===== src/rtl/spdcrc_pkg.sv =====
// shared types and constants for the serial packet deframer with crc8 checks
package spdcrc_pkg;

    // input beat codes
    typedef enum logic [1:0] {
        OP_BYTE    = 2'd0,
        OP_TIMEOUT = 2'd1,
        OP_RD_ERR  = 2'd2
    } opcode_t;

    // frame sections
    typedef enum logic [2:0] {
        SEC_SYNC     = 3'd0,
        SEC_HEADER   = 3'd1,
        SEC_HDR_CRC  = 3'd2,
        SEC_DATA     = 3'd3,
        SEC_OPTIONAL = 3'd4,
        SEC_DATA_CRC = 3'd5
    } section_t;

    // frame status codes
    typedef enum logic [2:0] {
        ST_CONT      = 3'd0,
        ST_GOOD      = 3'd1,
        ST_HDR_CRC   = 3'd2,
        ST_ZERO_LEN  = 3'd3,
        ST_DATA_CRC  = 3'd4,
        ST_TIMEOUT   = 3'd5,
        ST_RD_ERR    = 3'd6
    } status_t;

    // crc8, msb first, initial value zero, no final xor
    localparam logic [7:0] CRC_POLY = 8'h07;

    // framing constants
    localparam logic [7:0]  SYNC_BYTE      = 8'h55;
    localparam logic [16:0] HDR_CRC_IDX    = 17'd5;
    localparam logic [16:0] DATA_START     = 17'd6;
    localparam logic [16:0] FRAME_OVERHEAD = 17'd7;

    typedef struct packed {
        logic [1:0] opcode;
        logic [7:0] rx_byte;
    } in_beat_t;

    typedef struct packed {
        logic [7:0] out_byte;
        logic [2:0] section;
        logic [7:0] packet_type;
        logic [2:0] frame_status;
        logic       frame_last;
    } out_beat_t;

endpackage


===== src/rtl/spdcrc_crc8_step.sv =====
// one-byte crc8 update, bitwise over the eight shifts
module spdcrc_crc8_step
    import spdcrc_pkg::*;
(
    input  logic [7:0] crc_in,
    input  logic [7:0] data_in,
    output logic [7:0] crc_out
);

    // shift the xored byte through the polynomial
    always_comb begin
        logic [7:0] c;
        c = crc_in ^ data_in;
        for (int i = 0; i < 8; i++) begin
            if (c[7]) begin
                c = {c[6:0], 1'b0} ^ CRC_POLY;
            end else begin
                c = {c[6:0], 1'b0};
            end
        end
        crc_out = c;
    end

endmodule


===== src/rtl/serial_packet_deframer_crc8.sv =====
// serial packet deframer: sync search, header and payload crc8 checks, per-byte results
//
//   channel | ports                     | carries
//   --------+---------------------------+--------------------------------------
//   input   | s_valid, s_ready, s_data  | received byte or link event (in_beat_t)
//   result  | m_valid, m_ready, m_data  | frame byte, section, type, status
//
// every input beat is handled in the cycle it is accepted; its result (if any) sits in
// the output register from the next cycle on: one beat per cycle unless m_ready stalls.
// s_ready is high whenever the output register is empty or being drained.
// aresetn (synchronous, active low) leaves the block out of frame, no result held.
// a stalled result only holds back the next input beat, nothing else.
module serial_packet_deframer_crc8
    import spdcrc_pkg::*;
(
    input  logic      aclk,
    input  logic      aresetn,
    input  logic      s_valid,
    output logic      s_ready,
    input  in_beat_t  s_data,
    output logic      m_valid,
    input  logic      m_ready,
    output out_beat_t m_data
);

    logic        in_frame_reg,  in_frame_next;
    logic [16:0] count_reg,     count_next;
    logic [15:0] data_len_reg,  data_len_next;
    logic [7:0]  opt_len_reg,   opt_len_next;
    logic [7:0]  type_reg,      type_next;
    logic [7:0]  crc_reg,       crc_next;
    logic [16:0] exp_size_reg,  exp_size_next;
    logic        m_valid_reg,   m_valid_next;
    out_beat_t   m_data_reg,    m_data_next;

    logic        accept;
    logic        emit;
    logic [7:0]  crc_upd;
    logic [16:0] total;
    logic [16:0] data_idx;

    assign s_ready = !m_valid_reg || m_ready;
    assign accept  = s_valid && s_ready;
    assign m_valid = m_valid_reg;
    assign m_data  = m_data_reg;

    spdcrc_crc8_step u_crc (
        .crc_in  (crc_reg),
        .data_in (s_data.rx_byte),
        .crc_out (crc_upd)
    );

    assign total    = {1'b0, data_len_reg} + {9'd0, opt_len_reg};
    assign data_idx = count_reg - DATA_START;

    // framing state and result selection
    always_comb begin
        in_frame_next = in_frame_reg;
        count_next    = count_reg;
        data_len_next = data_len_reg;
        opt_len_next  = opt_len_reg;
        type_next     = type_reg;
        crc_next      = crc_reg;
        exp_size_next = exp_size_reg;
        emit          = 1'b0;
        m_data_next   = m_data_reg;

        if (accept) begin
            case (s_data.opcode)
                OP_TIMEOUT, OP_RD_ERR: begin
                    if (in_frame_reg) begin
                        in_frame_next            = 1'b0;
                        count_next               = '0;
                        emit                     = 1'b1;
                        m_data_next.out_byte     = '0;
                        m_data_next.section      = SEC_SYNC;
                        m_data_next.frame_status = (s_data.opcode == OP_TIMEOUT)
                                                   ? ST_TIMEOUT : ST_RD_ERR;
                        m_data_next.frame_last   = 1'b1;
                    end
                end
                OP_BYTE: begin
                    m_data_next.out_byte     = s_data.rx_byte;
                    m_data_next.frame_status = ST_CONT;
                    m_data_next.frame_last   = 1'b0;
                    if (!in_frame_reg) begin
                        // hunt for sync
                        if (s_data.rx_byte == SYNC_BYTE) begin
                            in_frame_next       = 1'b1;
                            count_next          = 17'd1;
                            type_next           = '0;
                            crc_next            = '0;
                            emit                = 1'b1;
                            m_data_next.section = SEC_SYNC;
                        end
                    end else if (count_reg < HDR_CRC_IDX) begin
                        // header bytes
                        case (count_reg[2:0])
                            3'd1:    data_len_next[15:8] = s_data.rx_byte;
                            3'd2:    data_len_next[7:0]  = s_data.rx_byte;
                            3'd3:    opt_len_next        = s_data.rx_byte;
                            default: type_next           = s_data.rx_byte;
                        endcase
                        crc_next            = crc_upd;
                        count_next          = count_reg + 17'd1;
                        emit                = 1'b1;
                        m_data_next.section = SEC_HEADER;
                    end else if (count_reg == HDR_CRC_IDX) begin
                        // header crc check
                        emit                = 1'b1;
                        m_data_next.section = SEC_HDR_CRC;
                        if (crc_reg != s_data.rx_byte) begin
                            in_frame_next            = 1'b0;
                            count_next               = '0;
                            m_data_next.frame_status = ST_HDR_CRC;
                            m_data_next.frame_last   = 1'b1;
                        end else if (total == '0) begin
                            in_frame_next            = 1'b0;
                            count_next               = '0;
                            m_data_next.frame_status = ST_ZERO_LEN;
                            m_data_next.frame_last   = 1'b1;
                        end else begin
                            exp_size_next = total + FRAME_OVERHEAD;
                            crc_next      = '0;
                            count_next    = DATA_START;
                        end
                    end else if (count_reg + 17'd1 < exp_size_reg) begin
                        // data and optional bytes
                        crc_next            = crc_upd;
                        count_next          = count_reg + 17'd1;
                        emit                = 1'b1;
                        m_data_next.section = (data_idx < {1'b0, data_len_reg})
                                              ? SEC_DATA : SEC_OPTIONAL;
                    end else begin
                        // closing crc byte
                        in_frame_next            = 1'b0;
                        count_next               = '0;
                        emit                     = 1'b1;
                        m_data_next.section      = SEC_DATA_CRC;
                        m_data_next.frame_status = (crc_reg == s_data.rx_byte)
                                                   ? ST_GOOD : ST_DATA_CRC;
                        m_data_next.frame_last   = 1'b1;
                    end
                end
                default: begin
                end
            endcase
        end
        m_data_next.packet_type = type_next;

        if (accept) begin
            m_valid_next = emit;
        end else begin
            m_valid_next = m_valid_reg && !m_ready;
        end
    end

    // control registers
    always_ff @(posedge aclk) begin
        if (!aresetn) begin
            in_frame_reg <= 1'b0;
            count_reg    <= '0;
            data_len_reg <= '0;
            opt_len_reg  <= '0;
            type_reg     <= '0;
            crc_reg      <= '0;
            exp_size_reg <= '0;
            m_valid_reg  <= 1'b0;
        end else begin
            in_frame_reg <= in_frame_next;
            count_reg    <= count_next;
            data_len_reg <= data_len_next;
            opt_len_reg  <= opt_len_next;
            type_reg     <= type_next;
            crc_reg      <= crc_next;
            exp_size_reg <= exp_size_next;
            m_valid_reg  <= m_valid_next;
        end
    end

    // result payload register
    always_ff @(posedge aclk) begin
        if (accept && emit) begin
            m_data_reg <= m_data_next;
        end
    end

endmodule


===== config.mk =====
export PLATFORM = sky130hd
export DESIGN_NAME = serial_packet_deframer_crc8
export DESIGN_NICKNAME = d
export VERILOG_FILES = /design/src/rtl/spdcrc_pkg.sv /design/src/rtl/spdcrc_crc8_step.sv /design/src/rtl/serial_packet_deframer_crc8.sv
export SDC_FILE = /design/constraint.sdc
export NUM_CORES = 1
export LEC_CHECK = 0
export BUFFER_PORTS_ARGS = -buffer_cell sky130_fd_sc_hd__buf_4
export CAP_MARGIN = 10
export CORE_UTILIZATION = 45
export DETAILED_ROUTE_END_ITERATION = 12
export GPL_ROUTABILITY_DRIVEN = 0
export PLACE_DENSITY_LB_ADDON = 0.12
export SLEW_MARGIN = 40
export SYNTH_ARGS = -nofsm -noshare
export SYNTH_HDL_FRONTEND = slang
export SYNTH_SLANG_ARGS = --single-unit

===== constraint.sdc =====
create_clock -name aclk -period 5 [get_ports aclk]
set_input_delay 0 -clock aclk [delete_from_list [all_inputs] [get_ports aclk]]
set_output_delay 0 -clock aclk [all_outputs]
set_load 0.03 [all_outputs]

==> flow_summary.toml <==
[final_layout]
layout_commonest_cell = "dfxtp_1"
diodes = 0
largest_reg_flops = 23
areaGrowthSynthToFinish_pct = 12.1
final_cell_mix = "dfxtp_1 (75), nor2_1 (67), nand2_1 (66)"
multi_input_area_um2 = 4070
fillers = 1350
nets = 852
final-seq-area_um2 = 2210
drive_above_1_share_pct = 12.1
final_cells = 972

[floorplan]
die_width_um = 123
die-area_um2 = 15200
die-height_um = 123
start_util_pct = 45.8
io_pins = 39
rows = 44
core_um2 = 14500

[place]
dp_cells = 946
place_ws_ps = 273
portBuffers = 38
dpl.hpwl_mm = 12.6

[global_routing]
grt_max_degree = 38
grt_usage_pct = 23.1
antenna_found_initial = 0
grt_pass1_vias = 5059
grt_pass1_wl_mm = 26.5
grt_overflow = 0

[routing]
drc_errors = 0
wirelength_mm = 16.7
viasPerCell = 5.61
first_iter_violations = 304
wl_per_cell_um = 17.2
vias = 5453
ant_nets = 0
dr.pass1.iters = 5

[sta]
max-slew-margin-rel_pct = 50.2
skew_ps = 12.3
hold_viol = 0
worstMarginPinSlew_ps = 747
setup-tns-final_ps = 0
setup_viol = 0
period_share_pct = 91.5
worst_slack_ps = 427
rsz0062_at_grt = "no"
fmax_ghz = 0.219
drv_slew = 0
min_period_ps = 4570

[power_and_ir_drop]
clkPwrFrac_pct = 46.6
leakage_nw = 2.94
p_sw_mw = 0.377
peakVddDrop_mv = 0.161
p_int_mw = 1.29
pwr-share-comb_pct = 4.6
p_seq_share_pct = 48.9
switching_share_pct = 22.6
power_density_nw_per_um2 = 224

[hold_path]
min_path_cells = 5
min_path_type = "in2reg"
hp-start = "s_valid"
holdPathEnd = "in_frame_reg$_SDFFE_PN0P_"

[clocking]
cts.clk_slew.worst_paths_ps = 70
h-tree-depth = 3
numCtsBuffers = 9
cts_root_buf = "clkbuf_16"
worstSkewPairLatency_ps = 360
cts_sinks = 99
cts_buffer_depth = 2
cts_tree = "yes"

[yosys]
yosysSeqAreaShare_pct = 33.3
synthXorXnorAreaFrac_pct = 10.2
synth_fa_ha_area_share_pct = 10.5
synth.area.mux_share_pct = 2.56
syn_inst = 758
synthTopCellsByArea = "dfxtp_1 (23%), edfxtp_1 (10%), ha_1 (10%)"
synthesis.nets = 827
synth_edf_count = 23
synth_ff_type = "dfxtp_1"
synth_top_area_share_pct = 22.9
ys_ff_latch = 99
synth_top_family_by_area = "simple AND/OR/NAND/NOR gates"
avgSynthCellArea_um2 = 8.75
netlist-cell-type-count = 74
async_flop_share_pct = 0
ys.warnings.count = 0
yosysTopAreaCell = "dfxtp_1"
synth_compound_area_share_pct = 15.7
syn_area_um2 = 6640
synth-simple-area-share_pct = 22.0

[worst_setup_path]
arrival_ps = 4860
cp_max_fo = 16
r2r_start = "count_reg[1]$_SDFFE_PN0P_"
cp.required_ps = 5280
endpoint_kind = "flip-flop"
path_class = "reg2reg"
r2r.worst_path.cells = 18
r2r-end = "crc_reg[2]$_SDFFE_PN0P_"
start_kind = "flip-flop"
rrSetupSlack_ps = 430

[outcome]
run_status = "complete, no violations"

[run]
maxCapViolations = 0
==> synth_stat cells (4+ instances only) <==
| cell type | count |
|---|---|
| a21oi_1 | 49 |
| and3_1 | 13 |
| mux2i_1 | 17 |
| o21ai_1 | 7 |
| nand2b_1 | 8 |
| ha_1 | 54 |
| or3_1 | 9 |
| o211ai_1 | 7 |
| a211oi_2 | 8 |
| nand4_1 | 8 |
| nor2b_1 | 4 |
| a22o_1 | 4 |
| inv_1 | 52 |
| dfxtp_1 | 76 |
| buf_6 | 5 |
| nand3b_1 | 8 |
| edfxtp_1 | 23 |
| nor3_1 | 10 |
| o22ai_1 | 4 |
| xor2_1 | 36 |
| buf_2 | 6 |
| nor2_1 | 68 |
| and2_1 | 17 |
| clkbuf_1 | 24 |
| a22oi_1 | 6 |
| xnor2_1 | 41 |
| o21ai_0 | 14 |
| o21a_1 | 8 |
| nand3_1 | 28 |
| a21o_1 | 12 |
| nor4_1 | 5 |
| nor3_2 | 4 |
| nand2_1 | 66 |
==> timing repair <==
item | 4_1_cts | 5_1_grt
setup buffers | 0 | 0
endpoints found under the setup margin | 0 | 9
hold endpoints to repair | 24 | 0
hold buffers | 10 | 0
gates resized for setup | 0 | 2
==> power by group through the flow <==
stage / combinational [mW] / sequential (mW) / clock [mW]
after floorplan: 0.0417 / 0.833 / 0
after CTS: 0.0767 / 0.815 / 0.790
after detailed placement: 0.0701 / 0.833 / 0
final: 0.0760 / 0.815 / 0.777
after global routing: 0.0823 / 0.814 / 0.822
after global placement: 0.0689 / 0.833 / 0
==> per-stage QoR <==
stage / hold WS, ps / area (um^2) / util (%) / power [mW]
floorplan: 144 / 6640 / - / 0.875
global placement: 330 / 6990 / 48.2 / 0.902
detailed placement: 337 / 7000 / 48.3 / 0.903
CTS: 107 / 7430 / 51.3 / 1.68
global route: 128 / 7440 / 51.4 / 1.72
finish: 119 / 7440 / 51.4 / 1.67
==> worst max-delay path: stages (launching register included) <==
cell and delay, ps:
dfxtp_1 470, ha_1 220, and3_1 250, and3_1 250, and3_1 250, and3_1 250, and2_1 200, nand4_1 120
xnor2_1 240, ha_1 290, a21o_1 170, a21oi_1 140, o221ai_1 140, a211o_1 300, o21a_1 270, nand2_2 130
o21bai_4 150, or4_1 540, a21oi_1 130
==> cell type report <==
| cell class | count | area share, % |
|---|---|---|
| multi-input combinational | 570 | 54.7 |
| sequential | 99 | 29.8 |
| timing repair buffer | 50 | 5.38 |
| tap | 184 | 3.10 |
| clock buffer | 10 | 3.08 |
| inverter | 53 | 2.68 |
| clock inverter | 6 | 1.31 |
==> worst max-delay path by stage <==
stage	start	endpoint	slack [ps]	cells after the start
finish	count_reg[1]$_SDFFE_PN0P_	crc_reg[2]$_SDFFE_PN0P_	430	18
global placement	count_reg[1]$_SDFFE_PN0P_	count_reg[12]$_SDFFE_PN0P_	490	18
global route	count_reg[1]$_SDFFE_PN0P_	crc_reg[1]$_SDFFE_PN0P_	20	18
detailed placement	count_reg[2]$_SDFFE_PN0P_	crc_reg[1]$_SDFFE_PN0P_	270	18
floorplan	count_reg[2]$_SDFFE_PN0P_	crc_reg[6]$_SDFFE_PN0P_	980	19
CTS	count_reg[2]$_SDFFE_PN0P_	crc_reg[1]$_SDFFE_PN0P_	250	18
==> kinds of logic (layout without fill, tap and decap cells) <==
family / after synthesis / after routing
fa+ha+maj: 55 / 55
mux: 17 / 17
flops: 99 / 99
xor+xnor: 77 / 77
compound gates: 148 / 148
buf+inv: 89 / 119
simple gates: 273 / 273
==> per-layer routing <==
layer / global-route usage, % / part of all wire [%]
met5: 0 / 0
met4: 4.97 / 0.80
met3: 3.64 / 4.1
met2: 37.0 / 47
met1: 32.6 / 48
No activity file was read; power rests on OpenSTA's default activity.
